$ cat config.mk
export PLATFORM = sky130hd
export DESIGN_NAME = dsc_line_tokenizer
export DESIGN_NICKNAME = d
export VERILOG_FILES = /design/src/dlt_pkg.sv /design/src/dsc_line_tokenizer.sv /design/src/dlt_core.sv /design/src/dlt_outq.sv
export SDC_FILE = /design/constraint.sdc
export NUM_CORES = 1
export LEC_CHECK = 0
export ABC_AREA = 1
export BUFFER_PORTS_ARGS = -buffer_cell sky130_fd_sc_hd__buf_2
export CORE_MARGIN = 2
export CORE_UTILIZATION = 46
export CTS_CLUSTER_SIZE = 30
export DETAILED_ROUTE_END_ITERATION = 16
export PLACE_DENSITY = 0.78
export SLEW_MARGIN = 20
export SYNTH_ARGS = -nofsm -noshare
export SYNTH_HDL_FRONTEND = slang
export SYNTH_SLANG_ARGS = --single-unit
$ cat constraint.sdc
create_clock -name clk_i -period 4.7 [get_ports clk_i]
set_clock_uncertainty 0.1 [all_clocks]
set_input_delay 0.94 -clock clk_i [delete_from_list [all_inputs] [get_ports clk_i]]
set_output_delay 0.94 -clock clk_i [all_outputs]
set_load 0.05 [all_outputs]
$ cat src/dlt_pkg.sv
// Shared constants and types of the line tokenizer.
`timescale 1ns / 1ps
`default_nettype none
package dlt_pkg;

  localparam int MAX_WORDS = 32;
  localparam int MAX_LINE  = 256;

  localparam int WF_W      = $clog2(MAX_WORDS + 1);
  localparam int CS_W      = $clog2(MAX_LINE + 2);
  localparam int DEPTH_W   = 9;
  localparam logic [DEPTH_W-1:0] DEPTH_MAX = '1;

  localparam int CHAR_W    = 8;
  localparam int KIND_W    = 2;
  localparam int IDX_W     = 5;
  localparam int CNT_W     = 6;

  localparam int PADDR_W   = 3;
  localparam int PDATA_W   = 32;
  localparam logic [PADDR_W-3:0] REG_APPLE_QUOTE = '0;

  localparam logic [KIND_W-1:0] KIND_CHAR     = 2'd0;
  localparam logic [KIND_W-1:0] KIND_WORD_END = 2'd1;
  localparam logic [KIND_W-1:0] KIND_LINE_END = 2'd2;

  localparam logic [CHAR_W-1:0] CH_SPACE  = 8'h20;
  localparam logic [CHAR_W-1:0] CH_TAB    = 8'h09;
  localparam logic [CHAR_W-1:0] CH_LPAREN = 8'h28;
  localparam logic [CHAR_W-1:0] CH_RPAREN = 8'h29;
  localparam logic [CHAR_W-1:0] CH_BSLASH = 8'h5c;
  localparam logic [CHAR_W-1:0] CH_COLON  = 8'h3a;
  localparam logic [CHAR_W-1:0] CH_DQUOTE = 8'h22;

  typedef struct packed {
    logic [KIND_W-1:0] kind;
    logic [CHAR_W-1:0] out_char;
    logic [IDX_W-1:0]  word_index;
    logic [CNT_W-1:0]  word_count;
    logic              too_long;
    logic              last;
  } result_t;

  typedef struct packed {
    logic [1:0] n;
    result_t    r0;
    result_t    r1;
  } step_t;

endpackage
`default_nettype wire

$ cat src/dsc_line_tokenizer.sv
// Top level of the line tokenizer: channels, register port and result queue.
//
// Input channel: one beat per line character (ch_i), or an end-of-line beat
// (end_of_line_i high, ch_i ignored). A beat is taken when in_valid_i is high
// and in_stall_o is low.
// Output channel: one beat per result (kind_o, out_char_o, word_index_o,
// word_count_o, too_long_o, last_o); last_o marks the final result of an
// input beat. A beat leaves when out_valid_o is high and out_stall_i is low.
// Results of a beat are written into the result queue when the beat is taken.
// Throughput: one input beat per cycle while in_stall_o is low; a beat yielding
// two results (word end at a colon or at end of line) takes two queue entries.
// The four-entry result queue sets this: in_stall_o rises while it holds more
// than two results, and a stalled receiver fills it and then stalls the input.
// Register 0 at byte address 0 (APB write, pready always high) holds the
// double-quote enable. Write it only while the block is idle (unenforced).
// Reset clears the line state, the queue and the register at once.
`timescale 1ns / 1ps
`default_nettype none
module dsc_line_tokenizer (
  input  logic                          clk_i,
  input  logic                          rst_ni,
  input  logic                          psel,
  input  logic                          penable,
  input  logic                          pwrite,
  input  logic [dlt_pkg::PADDR_W-1:0]   paddr,
  input  logic [dlt_pkg::PDATA_W-1:0]   pwdata,
  output logic [dlt_pkg::PDATA_W-1:0]   prdata,
  output logic                          pready,
  input  logic                          in_valid_i,
  output logic                          in_stall_o,
  input  logic [dlt_pkg::CHAR_W-1:0]    ch_i,
  input  logic                          end_of_line_i,
  output logic                          out_valid_o,
  input  logic                          out_stall_i,
  output logic [dlt_pkg::KIND_W-1:0]    kind_o,
  output logic [dlt_pkg::CHAR_W-1:0]    out_char_o,
  output logic [dlt_pkg::IDX_W-1:0]     word_index_o,
  output logic [dlt_pkg::CNT_W-1:0]     word_count_o,
  output logic                          too_long_o,
  output logic                          last_o
);
  import dlt_pkg::*;

  logic     apple_q;
  logic     reg_hit;
  logic     accept;
  logic     room;
  step_t    step;
  result_t  head;

  assign pready  = 1'b1;
  assign reg_hit = (paddr[PADDR_W-1:2] == REG_APPLE_QUOTE);
  assign prdata  = reg_hit ? PDATA_W'(apple_q) : '0;

  always_ff @(posedge clk_i or negedge rst_ni) begin
    if (!rst_ni) begin
      apple_q <= 1'b0;
    end else if (psel && penable && pwrite && reg_hit) begin
      apple_q <= pwdata[0];
    end
  end

  assign in_stall_o = !room;
  assign accept     = in_valid_i && room;

  dlt_core u_core (
    .clk_i         (clk_i),
    .rst_ni        (rst_ni),
    .accept_i      (accept),
    .ch_i          (ch_i),
    .end_of_line_i (end_of_line_i),
    .apple_quote_i (apple_q),
    .step_o        (step)
  );

  dlt_outq u_outq (
    .clk_i   (clk_i),
    .rst_ni  (rst_ni),
    .push_i  (accept),
    .step_i  (step),
    .pop_i   (!out_stall_i),
    .room_o  (room),
    .valid_o (out_valid_o),
    .head_o  (head)
  );

  assign kind_o       = head.kind;
  assign out_char_o   = head.out_char;
  assign word_index_o = head.word_index;
  assign word_count_o = head.word_count;
  assign too_long_o   = head.too_long;
  assign last_o       = head.last;

endmodule
`default_nettype wire

$ cat src/dlt_core.sv
// Per-character tokenizing logic and line state of the tokenizer.
`timescale 1ns / 1ps
`default_nettype none
module dlt_core (
  input  logic                         clk_i,
  input  logic                         rst_ni,
  input  logic                         accept_i,
  input  logic [dlt_pkg::CHAR_W-1:0]   ch_i,
  input  logic                         end_of_line_i,
  input  logic                         apple_quote_i,
  output dlt_pkg::step_t               step_o
);
  import dlt_pkg::*;

  typedef enum logic [1:0] {PH_START, PH_WORD, PH_SKIP, PH_DONE} phase_e;

  phase_e              phase_q, phase_d;
  logic [DEPTH_W-1:0]  paren_q, paren_d;
  logic [DEPTH_W-1:0]  dquote_q, dquote_d;
  logic                whc_q, whc_d;
  logic [CHAR_W-1:0]   prev_q, prev_d;
  logic [WF_W-1:0]     words_q, words_d;
  logic [CS_W-1:0]     chars_q, chars_d;

  logic                ws;
  logic                drop;
  logic                too_long;
  logic [IDX_W-1:0]    idx;
  result_t             res_char, res_wend, res_lend;
  step_t               step;

  always_comb begin
    ws       = (ch_i == CH_SPACE) || (ch_i == CH_TAB);
    too_long = (chars_q > CS_W'(MAX_LINE));
    phase_d  = phase_q;
    paren_d  = paren_q;
    dquote_d = dquote_q;
    whc_d    = whc_q;
    prev_d   = prev_q;
    words_d  = words_q;
    chars_d  = chars_q;
    drop     = 1'b0;
    step     = '0;

    res_lend            = '0;
    res_lend.kind       = KIND_LINE_END;
    res_lend.word_count = CNT_W'(words_q);
    res_lend.too_long   = too_long;
    res_lend.last       = 1'b1;

    if (end_of_line_i) begin
      idx           = IDX_W'(words_q - WF_W'(1));
      res_wend      = '0;
      res_wend.kind = KIND_WORD_END;
      res_wend.word_index = idx;
      res_char      = '0;
      if (phase_q == PH_WORD) begin
        step.n  = 2'd2;
        step.r0 = res_wend;
        step.r1 = res_lend;
      end else begin
        step.n  = 2'd1;
        step.r0 = res_lend;
      end
      phase_d  = PH_START;
      paren_d  = '0;
      dquote_d = '0;
      whc_d    = 1'b0;
      prev_d   = '0;
      words_d  = '0;
      chars_d  = '0;
    end else begin
      if (chars_q <= CS_W'(MAX_LINE)) begin
        chars_d = chars_q + CS_W'(1);
      end
      if (phase_q != PH_WORD) begin
        words_d = words_q + WF_W'(1);
        whc_d   = 1'b0;
        prev_d  = '0;
      end
      idx                 = IDX_W'(words_d - WF_W'(1));
      res_wend            = '0;
      res_wend.kind       = KIND_WORD_END;
      res_wend.word_index = idx;
      res_char            = '0;
      res_char.kind       = KIND_CHAR;
      res_char.out_char   = ch_i;
      res_char.word_index = idx;

      if ((phase_q == PH_DONE) || ((phase_q == PH_SKIP) && ws)) begin
        words_d = words_q;
        whc_d   = whc_q;
        prev_d  = prev_q;
      end else begin
        phase_d = PH_WORD;
        if (ws && (paren_q == '0) && (dquote_q == '0)) begin
          res_wend.last = 1'b1;
          step.n  = 2'd1;
          step.r0 = res_wend;
          whc_d   = 1'b0;
          prev_d  = '0;
          phase_d = (words_d >= WF_W'(MAX_WORDS)) ? PH_DONE : PH_SKIP;
        end else begin
          if (!whc_d && (ch_i == CH_LPAREN) && (prev_d != CH_BSLASH)) begin
            if (paren_q < DEPTH_MAX) begin
              paren_d = paren_q + DEPTH_W'(1);
            end
            drop = (paren_d == DEPTH_W'(1));
          end else if ((paren_q != '0) && (ch_i == CH_RPAREN) && (prev_d != CH_BSLASH)) begin
            paren_d = paren_q - DEPTH_W'(1);
            drop    = (paren_d == '0);
          end else if (apple_quote_i && (paren_q == '0) && (ch_i == CH_DQUOTE)) begin
            if (!whc_d) begin
              if (dquote_q < DEPTH_MAX) begin
                dquote_d = dquote_q + DEPTH_W'(1);
              end
              drop = 1'b1;
            end else if (dquote_q != '0) begin
              dquote_d = dquote_q - DEPTH_W'(1);
              drop     = 1'b1;
            end
          end
          if (!drop) begin
            prev_d = ch_i;
            whc_d  = 1'b1;
            if ((words_d == WF_W'(1)) && (ch_i == CH_COLON)) begin
              res_wend.last = 1'b1;
              step.n  = 2'd2;
              step.r0 = res_char;
              step.r1 = res_wend;
              whc_d   = 1'b0;
              prev_d  = '0;
              phase_d = (words_d >= WF_W'(MAX_WORDS)) ? PH_DONE : PH_SKIP;
            end else begin
              res_char.last = 1'b1;
              step.n  = 2'd1;
              step.r0 = res_char;
            end
          end
        end
      end
    end
  end

  assign step_o = step;

  always_ff @(posedge clk_i or negedge rst_ni) begin
    if (!rst_ni) begin
      phase_q  <= PH_START;
      paren_q  <= '0;
      dquote_q <= '0;
      whc_q    <= 1'b0;
      prev_q   <= '0;
      words_q  <= '0;
      chars_q  <= '0;
    end else if (accept_i) begin
      phase_q  <= phase_d;
      paren_q  <= paren_d;
      dquote_q <= dquote_d;
      whc_q    <= whc_d;
      prev_q   <= prev_d;
      words_q  <= words_d;
      chars_q  <= chars_d;
    end
  end

`ifndef SYNTH
  a_words_bound: assert property (@(posedge clk_i) disable iff (!rst_ni)
    words_q <= WF_W'(MAX_WORDS))
    else $error("word count beyond limit");
  a_done_full: assert property (@(posedge clk_i) disable iff (!rst_ni)
    (phase_q == PH_DONE) |-> (words_q == WF_W'(MAX_WORDS)))
    else $error("word limit state without full word count");
  a_start_empty: assert property (@(posedge clk_i) disable iff (!rst_ni)
    (phase_q == PH_START) |-> (words_q == '0))
    else $error("line start with words pending");
  a_pair_order: assert property (@(posedge clk_i) disable iff (!rst_ni)
    (accept_i && (step.n == 2'd2)) |-> (step.r1.last && !step.r0.last))
    else $error("two-beat item with bad last marking");
`endif

endmodule
`default_nettype wire

$ cat src/dlt_outq.sv
// Four-entry result queue between the tokenizer logic and the output channel.
`timescale 1ns / 1ps
`default_nettype none
module dlt_outq (
  input  logic            clk_i,
  input  logic            rst_ni,
  input  logic            push_i,
  input  dlt_pkg::step_t  step_i,
  input  logic            pop_i,
  output logic            room_o,
  output logic            valid_o,
  output dlt_pkg::result_t head_o
);
  import dlt_pkg::*;

  localparam int QD   = 4;
  localparam int QA_W = $clog2(QD);
  localparam int QC_W = $clog2(QD + 1);

  result_t          mem_q [QD];
  logic [QA_W-1:0]  wr_q, rd_q;
  logic [QC_W-1:0]  count_q;
  logic [1:0]       push_n;
  logic             pop;

  assign push_n  = push_i ? step_i.n : 2'd0;
  assign valid_o = (count_q != '0);
  assign pop     = pop_i && valid_o;
  assign head_o  = mem_q[rd_q];
  assign room_o  = (count_q <= QC_W'(QD - 2));

  always_ff @(posedge clk_i) begin
    if (push_n != 2'd0) begin
      mem_q[wr_q] <= step_i.r0;
    end
    if (push_n == 2'd2) begin
      mem_q[wr_q + QA_W'(1)] <= step_i.r1;
    end
  end

  always_ff @(posedge clk_i or negedge rst_ni) begin
    if (!rst_ni) begin
      wr_q    <= '0;
      rd_q    <= '0;
      count_q <= '0;
    end else begin
      wr_q    <= wr_q + QA_W'(push_n);
      rd_q    <= rd_q + QA_W'(pop);
      count_q <= count_q + QC_W'(push_n) - QC_W'(pop);
    end
  end

`ifndef SYNTH
  a_count_bound: assert property (@(posedge clk_i) disable iff (!rst_ni)
    count_q <= QC_W'(QD))
    else $error("result queue overflow");
  a_push_room: assert property (@(posedge clk_i) disable iff (!rst_ni)
    (push_n != 2'd0) |-> room_o)
    else $error("push without room for two beats");
`endif

endmodule
`default_nettype wire

* Yosys cells after proc, flatten, opt, wreduce, memory -nomap -nowiden
Memory sizes are Yosys's and may differ from the RTL's. Index checks and enable logic that the tools add are counted.
Storage, ports and cells: bits in registers 52, memory bits (writable) 92, word-level logic and storage cells 154, memories 1
Cells by class: add/sub/neg operators 13, magnitude comparators 6, equal/unequal tests 19, multiplexer cells 68, bitwise operators 1, reduce and logical (&&, ||, !) cells 35
Memories:
- u_outq.mem_q | words 4, bits a word 23, rd ports 1, clocked after Yosys merged registers in 0, wr ports 2, RTL line dlt_outq.sv:20 | result_t mem_q [QD];
Operators with widths (count):
- two-way mux 9 bit | 21
- two-way mux 48 bit | 3
- two-way mux 25 bit | 3
- two-way mux 8 bit | 7
- two-way mux 23 bit | 2
- equality test 8 x 6 -> 1 bit, second input constant | 5
- adder 9 x 1 -> 9 bit, second input constant | 3
- zero test 9 bit | 3
- two-way mux 6 bit | 4
- two-way mux 22 bit | 1
- two-way mux 1 bit | 21
- < comparator 9 bit, second input constant | 2
- nonzero test 9 bit | 2
- subtractor 9 x 1 -> 9 bit, second input constant | 2
- logical AND 1 bit | 15
- two-way mux 2 bit | 6
- subtractor 5 x 1 -> 5 bit, second input constant | 2
- equality test 9 x 1 -> 1 bit, second input constant | 1
- greater-than comparator 9 bit, second input constant | 1
- less-or-equal comparator 9 bit, second input constant | 1
- nonzero test 3 bit | 3
- equality test 8 x 4 -> 1 bit, second input constant | 1
- != test 2 bit, second input constant | 4
- != test 8 x 7 -> 1 bit, second input constant | 1
- 20 further kinds | 28

* Longest topological paths before layout
Gate-level depths: netlist of run 1.
depth after elaboration 23, mapped depth 22, mapped depth without buffers 20

* Cells and area by module
From an unflattened synthesis of run 1, not the netlist that was laid out.
Second synthesis, totals: cell total of the unflattened synthesis 1189, area total of the unflattened synthesis 9273.9 um^2
By module, submodules not included:
- dlt_outq | instances 1, cells an instance 539, area an instance 5048.6 um^2
- dlt_core | instances 1, cells an instance 601, area an instance 3896.2 um^2
- dsc_line_tokenizer | instances 1, cells an instance 49, area an instance 329.1 um^2

* Worst setup path before layout of run 1
No wires, ideal clock.
path kind reg-to-reg, start point register u_core.phase_q[0], end point register u_outq.count_q[2], library setup time 0.126 ns, arrival 3.193 ns, required time 4.474 ns, slack 1.281 ns, stages on the path, launching flop included 23, buffers on the path 2, clock period less this slack 3.419 ns, path through dfrtp_1 > inv_1 > nor2_1 > clkbuf_1 > nand2_1 > o21ai_0 > ha_1 > nand3_1 > nor2_1 > nand2_1 > clkinv_1 > nand4_2 > inv_2 > nand2_2 > nand2_1 > nand2_1 > inv_2 > buf_4 > or2_1 > nand2_1 > fa_1 > xnor2_1 > xor2_1
Between the ends: word-level cells in the longest chain between the ends 17, elaborated cells on any way between the ends 35, those cells by class 2 x add/sub; 6 x eq/ne; 20 x mux; 7 x reduce/logical
RTL lines:
- from (decl) | RTL line dlt_core.sv:17 | phase_e phase_q, phase_d;
- from (signal assigned) | RTL line dlt_core.sv:157 | phase_q <= phase_d;
- != test 2 x 1 -> 1 bit | RTL line dlt_core.sv:76 | if (phase_q != PH_WORD) begin
- two-way mux 8 bit or two-way mux 1 bit (tied branches) | RTL line dlt_core.sv:76
- two-way mux 8 bit or two-way mux 1 bit (tied branches) | RTL line dlt_core.sv:51 | if (end_of_line_i) begin
- != test 8 x 7 -> 1 bit, or another cell as far along | RTL line dlt_core.sv:104, dlt_core.sv:109
- logical AND 1 bit, or another cell as far along | RTL line dlt_core.sv:109 | end else if ((paren_q != '0) && (ch_i == CH_RPAREN) && (prev_d != CH_BSLASH)) begin
- two-way mux 1 bit or logical AND 1 bit (tied branches) | RTL line dlt_core.sv:109, dlt_core.sv:104
- two-way mux 1 bit | RTL line dlt_core.sv:104 | if (!whc_d && (ch_i == CH_LPAREN) && (prev_d != CH_BSLASH)) begin
- two-way mux 1 bit | RTL line dlt_core.sv:96 | if (ws && (paren_q == '0) && (dquote_q == '0)) begin
- two-way mux 1 bit | RTL line dlt_core.sv:90 | if ((phase_q == PH_DONE) || ((phase_q == PH_SKIP) && ws)) begin
- two-way mux 1 bit | RTL line dlt_core.sv:51
- two-way mux 48 bit | RTL line dlt_core.sv:123 | if (!drop) begin
- two-way mux 25 bit | RTL line dlt_core.sv:96
- two-way mux 48 bit | RTL line dlt_core.sv:90
- two-way mux 48 bit * | RTL line dlt_core.sv:51
- two-way mux 2 bit * | RTL line dlt_outq.sv:26 | assign push_n = push_i ? step_i.n : 2'd0;
- adder 3 x 2 -> 3 bit * | RTL line dlt_outq.sv:49 | count_q <= count_q + QC_W'(push_n) - QC_W'(pop);
- subtractor 3 x 1 -> 3 bit * | RTL line dlt_outq.sv:49
- to (signal assigned) | RTL line dlt_outq.sv:49
- to (decl) | RTL line dlt_outq.sv:22 | logic [QC_W-1:0] count_q;
Every way passes the cells marked *; elsewhere a longest branch is shown, timed or not. The select of a mux whose other input is x is not followed. A chain may end at the register's enable or synchronous reset.

* Final worst setup path of run 1
start point register u_core.words_q[0], end point register u_outq.count_q[2]
Between the ends: word-level cells in the longest chain between the ends 13
RTL lines:
- from (decl) | RTL line dlt_core.sv:22 | logic [WF_W-1:0] words_q, words_d;
- from (signal assigned) | RTL line dlt_core.sv:162 | words_q <= words_d;
- adder 6 x 1 -> 6 bit | RTL line dlt_core.sv:77 | words_d = words_q + WF_W'(1);
- two-way mux 6 bit * | RTL line dlt_core.sv:76
- two-way mux 6 bit * | RTL line dlt_core.sv:51
- equality test 6 x 1 -> 1 bit * | RTL line dlt_core.sv:126 | if ((words_d == WF_W'(1)) && (ch_i == CH_COLON)) begin
- logical AND 1 bit * | RTL line dlt_core.sv:126
- two-way mux 25 bit * | RTL line dlt_core.sv:126
- two-way mux 48 bit * | RTL line dlt_core.sv:123
- two-way mux 25 bit * | RTL line dlt_core.sv:96
- two-way mux 48 bit * | RTL line dlt_core.sv:90
- two-way mux 48 bit * | RTL line dlt_core.sv:51
- two-way mux 2 bit * | RTL line dlt_outq.sv:26
- adder 3 x 2 -> 3 bit * | RTL line dlt_outq.sv:49
- subtractor 3 x 1 -> 3 bit * | RTL line dlt_outq.sv:49
Marked as above.

==> results.py, run 1 <==
metrics = {
    "run_status": {
        "outcome": "complete, no violations",
    },
    "critical_path": {
        "reg2reg_depth": 19,
        "crit_path_frequent_cell": "nand2_1",
        "worstReg2RegEnd": "u_outq.count_q[2]$_DFF_PN0_",
        "cp_data_required_time_ps": 4940,
        "arrival_ps": 4320,
        "path_delay_family": "adder cells",
        "crit_fanout": 11,
        "cp_cell_sequence": "inv_1 -> ha_1 -> o21ai_0 -> ha_1 -> nand3_1 -> nor2_1 -> nand2_1 -> clkinv_1 -> nand4_2 -> inv_2 -> nand2_2 -> nand2_1 -> nand2_1 -> inv_2 -> or2_1 -> nand2_1 -> fa_1 -> xnor2_1 -> xor2_1",
        "worst-path-buf-inv": 4,
        "critPathCapture": "u_outq.count_q[2]$_DFF_PN0_",
        "critPathKind": "register to register",
        "startpoint_type": "register",
        "startpoint": "u_core.words_q[0]$_DFFE_PN0P_",
        "r2r_start": "u_core.words_q[0]$_DFFE_PN0P_",
        "r2r_slack_ps": 620,
        "end_kind": "register",
        "slowest_stage": "o21ai_0",
        "path_depth": 19,
        "cp_slowest_stage_delay_ps": 460,
    },
    "synth": {
        "synth.largest_area_cell": "edfxtp_1",
        "async_flop_share": 0.361,
        "synth_cell_types": 50,
        "synth_cells": 1069,
        "synth.top_cell.area_share": 0.210,
        "synth.area.top_cells": "edfxtp_1 21%, dfrtp_1 15%, nand2_1 7.8%",
        "netlist_area_mm2": 0.00859,
        "ys_ff_latch": 144,
        "syn_area_per_cell_um2": 8.04,
        "synthFlopType": "edfxtp_1",
        "synth_warnings": 0,
        "synth-edff-count": 60,
        "yosysSeqAreaShare": 0.436,
    },
    "sta": {
        "fin_crit_ps": 4080,
        "period_share": 0.868,
        "slew_violations": 0,
        "finalSetupViolations": 0,
        "tns_ps": 0,
        "rsz0062_at_grt": "no",
        "timing.hold.ws_ps": 377,
        "fmax_ghz": 0.245,
        "hold_violations": 0,
        "slew_headroom": 0.501,
        "worstMarginPinSlew_ps": 749,
    },
    "final_layout": {
        "multi_input_area_mm2": 0.00409,
        "final_cell_mix": "177 x nand2_1, 134 x nor2_1, 94 x nand3_1",
        "syn_to_final_growth_pct": 10.2,
        "fin_nets": 1172,
        "drive_gt1_frac": 0.117,
        "regArea_mm2": 0.00374,
        "num_antenna_cells": 0,
        "layout_commonest_cell": "nand2_1",
        "final.fill_count": 1671,
    },
    "grt": {
        "grt-ovfl-total": 0,
        "grt_pass1_wl_um": 34800,
        "grt_pass1_vias": 6907,
        "grt_start_max_net_pins": 65,
        "grt_usage": 0.219,
        "grt_antenna_before_repair": 0,
    },
    "clock_tree": {
        "cts_buffer_depth": 2,
        "tritoncts": "yes",
        "cts_max_level": 4,
        "cts.sinks": 144,
        "cts-root-buf": "clkbuf_16",
        "clk_pin_slew_ps": 70,
        "numCtsBuffers": 17,
        "clock_latency_ps": 430,
        "ctsResizeCount": 0,
        "cts_setup_buffers": 0,
        "cts_hold_buf": 0,
    },
    "pwr": {
        "power_uw": 6340,
        "p_leak_uw": 0.00424,
        "irDropWorstVdd_mv": 0.360,
        "power_density_mw_per_mm2": 670,
    },
    "routing": {
        "drc": 0,
        "firstDrtPassIters": 5,
        "viasPerCell": 5.70,
        "ant_nets": 0,
        "drt_first_iter_violations": 726,
        "routed_wl_um": 21600,
        "wire_per_inst_um": 16.1,
        "vias": 7616,
    },
    "min_path": {
        "min_path_type": "register to register",
        "hold_depth": 2,
    },
    "floorplanning": {
        "core_mm2": 0.0181,
        "io_pins": 109,
        "start_util": 0.473,
        "die_w_um": 141,
        "die_area_mm2": 0.0198,
        "row_count": 49,
        "die_y_um": 141,
    },
    "placement": {
        "gp_congestion": 0.922,
        "portBuffers": 43,
        "hpwl_um": 14200,
    },
    "run": {
        "drv_cap": 0,
    },
}
-- layer usage --
layer  part of all wire  track usage
met5                  0            0
met4              0.021       0.0716
met3              0.077       0.0476
met2               0.47        0.356
met1               0.43        0.292
-- cell type report --
class	count	area share
sequential	144	0.396
multi-input combinational	775	0.432
timing repair buffer	66	0.0410
clock buffer	20	0.0529
clock inverter	12	0.0126
inverter	91	0.0361
tap	229	0.0303
-- cell usage after synthesis (all sizes together) (2+ instances only) --
library cell and instances:
o31ai 2, a21oi 49, o22ai 78, inv 87, o32ai 4, clkinv 4
nor3 10, ha 24, or2 3, edfxtp 60, buf 59, nor2 141
o2111ai 7, nand4 15, nand3 95, xor2 14, conb 2, nand2 184
a22o 2, dfrtp 52, nor4 2, fa 2, xnor2 9, o21ai 95
clkbuf 30, dfxtp 32
-- worst min path at each step --
stage,start,endpoint,slack [ps]
finish,u_outq.mem_q[1][16]$_SDFFE_PP0N_,u_outq.mem_q[1][16]$_SDFFE_PP0N_,380
global route,u_outq.mem_q[1][14]$_SDFFE_PP0N_,u_outq.mem_q[1][14]$_SDFFE_PP0N_,390
CTS,u_outq.mem_q[1][16]$_SDFFE_PP0N_,u_outq.mem_q[1][16]$_SDFFE_PP0N_,380
detailed placement,u_outq.mem_q[2][18]$_SDFFE_PP0N_,u_outq.mem_q[2][18]$_SDFFE_PP0N_,360
global placement,u_outq.mem_q[2][14]$_SDFFE_PP0N_,u_outq.mem_q[2][14]$_SDFFE_PP0N_,350
floorplan,u_outq.mem_q[1][13]$_SDFFE_PP0N_,u_outq.mem_q[1][13]$_SDFFE_PP0N_,350
-- kinds of logic (layout without fill, tap and decap cells) --
group                    count (synthesis)  in the layout  synth area share
AND/OR/NAND/NOR                        452            452             0.227
AO/OA/AOI/OAI                          242            242             0.167
buffers and inverters                  180            189             0.102
flip-flops                             144            144             0.436
adder cells (fa/ha/maj)                 26             26            0.0396
XOR/XNOR                                23             23            0.0274
other                                    2             32          0.000874
-- registers in the layout, summed over array words and instances (netlist names), 2 cells and up --
name	count
u_core.prev_q	8
u_core.dquote_q	9
u_core.words_q	6
u_outq.rd_q	2
u_outq.count_q	3
u_outq.mem_q	92
u_core.chars_q	9
u_outq.wr_q	2
u_core.paren_q	9
u_core.phase_q	2
-- where the power goes --
part | leakage (uW) | switching [uW] | internal (uW)
logic | 0.00241 | 2210 | 827
clock network | 0.000313 | 577 | 834
registers | 0.00151 | 225 | 1670
-- per-stage QoR --
step            util  instances  area [um^2]  setup WS (ps)
5_1_grt        0.522       1337         9460            317
6_report       0.522       1337         9460            622
3_3_place_gp   0.487       1305         8840            850
2_1_floorplan      -       1099         8700           1280
4_1_cts        0.522       1337         9460            665
3_5_place_dp   0.487       1305         8840            719
-- tightest hold or removal path, delay by kind of cell, from the launching register on --
family / cells / cell delay, ps
AOI/OAI and AO/OA: 1 / 40
DFF: 1 / 320
and+or+nand+nor: 1 / 80
No activity file was read; power rests on OpenSTA's default activity.
==> run 2: changes to the inputs <==
CORE_UTILIZATION = 35   (was 46)
PLACE_DENSITY = 0.65   (was 0.78)
==> results.py, run 2 (synthesis gave the netlist of run 1 again) <==
metrics = {
    "sta": {
        "fmax_ghz": 0.238,
        "worstMarginPinSlew_ps": 840,
        "hold_violations": 0,
        "setup_ws_ps": 497,
        "tns_ps": 0,
        "finalSetupViolations": 0,
        "slew_headroom": 0.440,
        "period_share": 0.894,
        "fin_crit_ps": 4200,
        "slew_violations": 0,
        "rsz0062_at_grt": "no",
    },
    "routing": {
        "vias": 7446,
        "routed_wl_um": 21800,
        "viasPerCell": 5.22,
        "drc": 0,
        "ant_nets": 0,
        "wire_per_inst_um": 15.3,
        "firstDrtPassIters": 5,
        "drt_first_iter_violations": 685,
    },
    "pwr": {
        "power_density_mw_per_mm2": 655,
        "irDropWorstVdd_mv": 0.290,
        "p_leak_uw": 0.00416,
        "power_uw": 6200,
    },
    "placement": {
        "portBuffers": 43,
        "dp_slack_ps": 553,
        "place_area_mm2": 0.00892,
        "gp_congestion": 0.870,
        "hpwl_um": 14500,
    },
    "critical_path": {
        "worst-path-buf-inv": 4,
        "critPathKind": "register to register",
        "end_kind": "register",
        "path_depth": 17,
        "critPathCapture": "u_outq.mem_q[1][6]$_DFFE_PP_",
        "cp_slowest_stage_delay_ps": 680,
        "worstReg2RegEnd": "u_outq.mem_q[1][6]$_DFFE_PP_",
        "startpoint_type": "register",
        "slowest_stage": "nand2_1",
        "cp_data_required_time_ps": 4650,
        "r2r_slack_ps": 500,
        "cp_cell_sequence": "inv_1 -> nor2_1 -> buf_4 -> ha_1 -> ha_1 -> nand3_1 -> nor2_1 -> nand2_1 -> clkinv_1 -> nand4_2 -> inv_2 -> nand2_2 -> nand2_1 -> nand2_1 -> nand2_2 -> nand2_2 -> nand2_1",
        "path_delay_family": "simple AND/OR/NAND/NOR gates",
        "crit_path_frequent_cell": "nand2_1",
        "crit_fanout": 15,
        "startpoint": "u_core.phase_q[0]$_DFFE_PN0P_",
        "r2r_start": "u_core.phase_q[0]$_DFFE_PN0P_",
        "arrival_ps": 4150,
        "reg2reg_depth": 17,
    },
    "final_layout": {
        "layout_commonest_cell": "nand2_1",
        "largest_register_ffs": 92,
        "syn_to_final_growth_pct": 10.2,
        "final_cell_mix": "177 x nand2_1, 134 x nor2_1, 94 x nand3_1",
        "final.fill_count": 2457,
        "fin_util": 0.391,
        "postLayoutCellArea_mm2": 0.00946,
        "largest-register": "u_outq.mem_q",
        "drive_gt1_frac": 0.112,
        "fin_nets": 1166,
    },
    "min_path": {
        "min_path_type": "register to register",
        "worstHoldStart": "u_outq.mem_q[1][19]$_SDFFE_PP0N_",
    },
    "clock_tree": {
        "cts_setup_buffers": 0,
        "clk_pin_slew_ps": 60,
        "tritoncts": "yes",
        "cts-root-buf": "clkbuf_16",
        "ctsResizeCount": 0,
        "cts.sinks": 144,
        "numCtsBuffers": 17,
        "clock_latency_ps": 420,
        "cts_max_level": 4,
        "cts_hold_buf": 0,
        "cts_buffer_depth": 2,
    },
    "run": {
        "drv_cap": 0,
    },
    "floorplanning": {
        "die_w_um": 161,
        "die_area_mm2": 0.0258,
        "die_y_um": 161,
        "row_count": 57,
        "core_mm2": 0.0242,
        "io_pins": 109,
        "start_util": 0.355,
    },
    "grt": {
        "grt_pass1_vias": 6951,
        "grt_usage": 0.172,
        "grt_pass1_wl_um": 35900,
        "grt_antenna_before_repair": 2,
        "grt_start_max_net_pins": 71,
        "grt-ovfl-total": 0,
    },
    "run_status": {
        "outcome": "complete, no violations",
    },
}
-- run 2: worst min path at each step --
stage                                        to  slack [ps]  cells after the start
2_1_floorplan  u_outq.mem_q[1][13]$_SDFFE_PP0N_         350                      2
6_report       u_outq.mem_q[1][19]$_SDFFE_PP0N_         380                      2
3_5_place_dp   u_outq.mem_q[2][14]$_SDFFE_PP0N_         360                      2
3_3_place_gp   u_outq.mem_q[2][14]$_SDFFE_PP0N_         360                      2
4_1_cts        u_outq.mem_q[2][14]$_SDFFE_PP0N_         380                      2
5_1_grt        u_outq.mem_q[2][13]$_SDFFE_PP0N_         400                      2
-- run 2: cell type report --
class | instances | area, um^2 | area share
antenna | 1 | 2.50 | 0.000264
multi-input combinational | 775 | 4090 | 0.432
clock buffer | 22 | 464 | 0.0490
timing repair buffer | 60 | 343 | 0.0362
inverter | 91 | 342 | 0.0361
sequential | 144 | 3740 | 0.396
clock inverter | 10 | 78.8 | 0.00833
tap | 324 | 405 | 0.0428
-- run 2: routing by layer --
layer / GRT usage / part of all wire
met1: 0.231 / 0.45
met2: 0.283 / 0.48
met3: 0.0349 / 0.063
met4: 0.0463 / 0.011
met5: 0 / 0.00050
-- run 2: worst min-delay path: stages, from the launching register on --
cell and delay, ps:
dfxtp_1 320, a21oi_1 40, nor2_1 80
-- run 2: power by group --
part / internal, uW / switching [uW]
combinational: 816 / 2230
clock: 711 / 552
sequential: 1670 / 222
total: 3200 / 3000
-- run 2: stage by stage --
step | hold slack [ps] | cells
after CTS | 379 | 1426
after detailed placement | 363 | 1394
after global placement | 356 | 1394
after floorplan | 346 | 1099
after global routing | 402 | 1426
final | 376 | 1427
==> run 3: changes to the inputs <==
CORE_UTILIZATION = 55   (was 35)
PLACE_DENSITY = 0.88   (was 0.65)
==> results.py, run 3 (synthesis gave the netlist of run 1 again) <==
metrics = {
    "run_status": {
        "outcome": "complete, no violations",
    },
    "pwr": {
        "p_leak_uw": 0.00419,
        "power_density_mw_per_mm2": 663,
        "irDropWorstVdd_mv": 0.352,
    },
    "placement": {
        "portBuffers": 43,
        "hpwl_um": 13900,
        "dp_slack_ps": 885,
        "gp_congestion": 0.950,
    },
    "clock_tree": {
        "clock_latency_ps": 430,
        "tritoncts": "yes",
        "ctsResizeCount": 0,
        "cts.sinks": 144,
        "numCtsBuffers": 17,
        "cts_buffer_depth": 2,
        "cts-root-buf": "clkbuf_16",
        "cts_hold_buf": 0,
        "clk_pin_slew_ps": 60,
        "cts_setup_buffers": 0,
        "cts_max_level": 4,
    },
    "floorplanning": {
        "io_pins": 109,
        "die_w_um": 129,
        "core_mm2": 0.0153,
        "die_area_mm2": 0.0166,
        "row_count": 45,
        "start_util": 0.563,
        "die_y_um": 129,
    },
    "routing": {
        "vias": 7744,
        "drc": 0,
        "drt_first_iter_violations": 996,
        "ant_nets": 0,
        "firstDrtPassIters": 8,
        "viasPerCell": 5.87,
        "routed_wl_um": 21600,
        "wire_per_inst_um": 16.4,
    },
    "final_layout": {
        "drive_gt1_frac": 0.118,
        "multi_input_area_mm2": 0.00409,
        "largest-register": "u_outq.mem_q",
        "syn_to_final_growth_pct": 9.03,
        "fin_util": 0.614,
        "fin_nets": 1173,
        "regArea_mm2": 0.00374,
        "num_antenna_cells": 0,
        "final.fill_count": 1268,
        "largest_register_ffs": 92,
        "final_cell_mix": "177 x nand2_1, 134 x nor2_1, 94 x nand3_1",
        "layout_commonest_cell": "nand2_1",
    },
    "sta": {
        "tns_ps": 0,
        "slew_violations": 0,
        "fin_crit_ps": 3980,
        "worstMarginPinSlew_ps": 813,
        "setup_ws_ps": 722,
        "hold_violations": 0,
        "rsz0062_at_grt": "no",
        "finalSetupViolations": 0,
        "fmax_ghz": 0.251,
        "slew_headroom": 0.458,
        "period_share": 0.846,
    },
    "critical_path": {
        "crit_fanout": 11,
        "r2r_slack_ps": 720,
        "cp_cell_sequence": "inv_1 -> ha_1 -> o21ai_0 -> ha_1 -> nand3_1 -> nor2_1 -> nand2_1 -> clkinv_1 -> nand4_2 -> inv_2 -> nand2_2 -> nand2_1 -> nand2_1 -> inv_2 -> or2_1 -> nand2_1 -> fa_1 -> xnor2_1 -> xor2_1",
        "crit_path_frequent_cell": "nand2_1",
        "arrival_ps": 4230,
        "cp_slowest_stage_delay_ps": 450,
        "worst-path-buf-inv": 4,
        "end_kind": "register",
        "cp_data_required_time_ps": 4950,
        "startpoint_type": "register",
        "critPathKind": "register to register",
        "slowest_stage": "fa_1",
        "path_delay_family": "adder cells",
    },
    "min_path": {
        "min_path_type": "register to register",
    },
    "grt": {
        "grt_start_max_net_pins": 65,
        "grt_usage": 0.271,
        "grt-ovfl-total": 0,
        "grt_pass1_wl_um": 35700,
        "grt_antenna_before_repair": 1,
        "grt_pass1_vias": 7469,
    },
    "run": {
        "drv_cap": 0,
    },
}
-- run 3: changes by cell type in the layout (fill, tap and decap cells not counted), sizes merged --
cell	change
clkbuf	-1
inv	-2
diode	-1
clkinv	+3
buf	+7
-- run 3: routing by layer --
layer | global-route usage | up-vias | wire, um
li1 | - | 3656 | -
met1 | 0.339 | 3610 | 8500
met2 | 0.444 | 414 | 10700
met3 | 0.0632 | 64 | 1910
met4 | 0.132 | 0 | 534
met5 | 0 | - | 0
-- run 3: layout make-up --
cell class | instances | area share
timing repair buffer | 67 | 0.0422
inverter | 91 | 0.0365
sequential | 144 | 0.400
clock buffer | 21 | 0.0482
tap | 211 | 0.0282
clock inverter | 11 | 0.00895
multi-input combinational | 775 | 0.436
-- run 3: final timing paths --
kind | cells past startpoint | end | startpoint
setup / recovery | 19 | u_outq.count_q[2]$_DFF_PN0_ | u_core.words_q[0]$_DFFE_PN0P_
hold / removal | 2 | u_outq.mem_q[2][18]$_SDFFE_PP0N_ | u_outq.mem_q[2][18]$_SDFFE_PP0N_
setup reg to reg | 19 | u_outq.count_q[2]$_DFF_PN0_ | u_core.words_q[0]$_DFFE_PN0P_
hold reg to reg | 2 | u_outq.mem_q[2][18]$_SDFFE_PP0N_ | u_outq.mem_q[2][18]$_SDFFE_PP0N_
max in group asynchronous | 2 | u_core.chars_q[7]$_DFFE_PN0P_ | rst_ni
min in group asynchronous | 2 | u_core.dquote_q[3]$_DFFE_PN0P_ | rst_ni
-- run 3: through the flow --
stage	instances	instance area, um^2	total power, uW	hold WS, ps
2_1_floorplan	1099	8700	4260	346
3_3_place_gp	1288	8830	4830	355
3_5_place_dp	1288	8830	4930	363
4_1_cts	1320	9370	6180	379
5_1_grt	1320	9370	6590	399
6_report	1320	9370	6210	382
-- run 3: report_power, final --
group          switching, uW  internal [uW]
logic                   2230            831
registers                234           1670
clock network            544            694
-- run 3: worst min-delay path: cells and delay by family, from the launching register on --
kind	cells	cell delay, ps
DFF	1	320
and+or+nand+nor	1	80
AOI/OAI and AO/OA	1	50
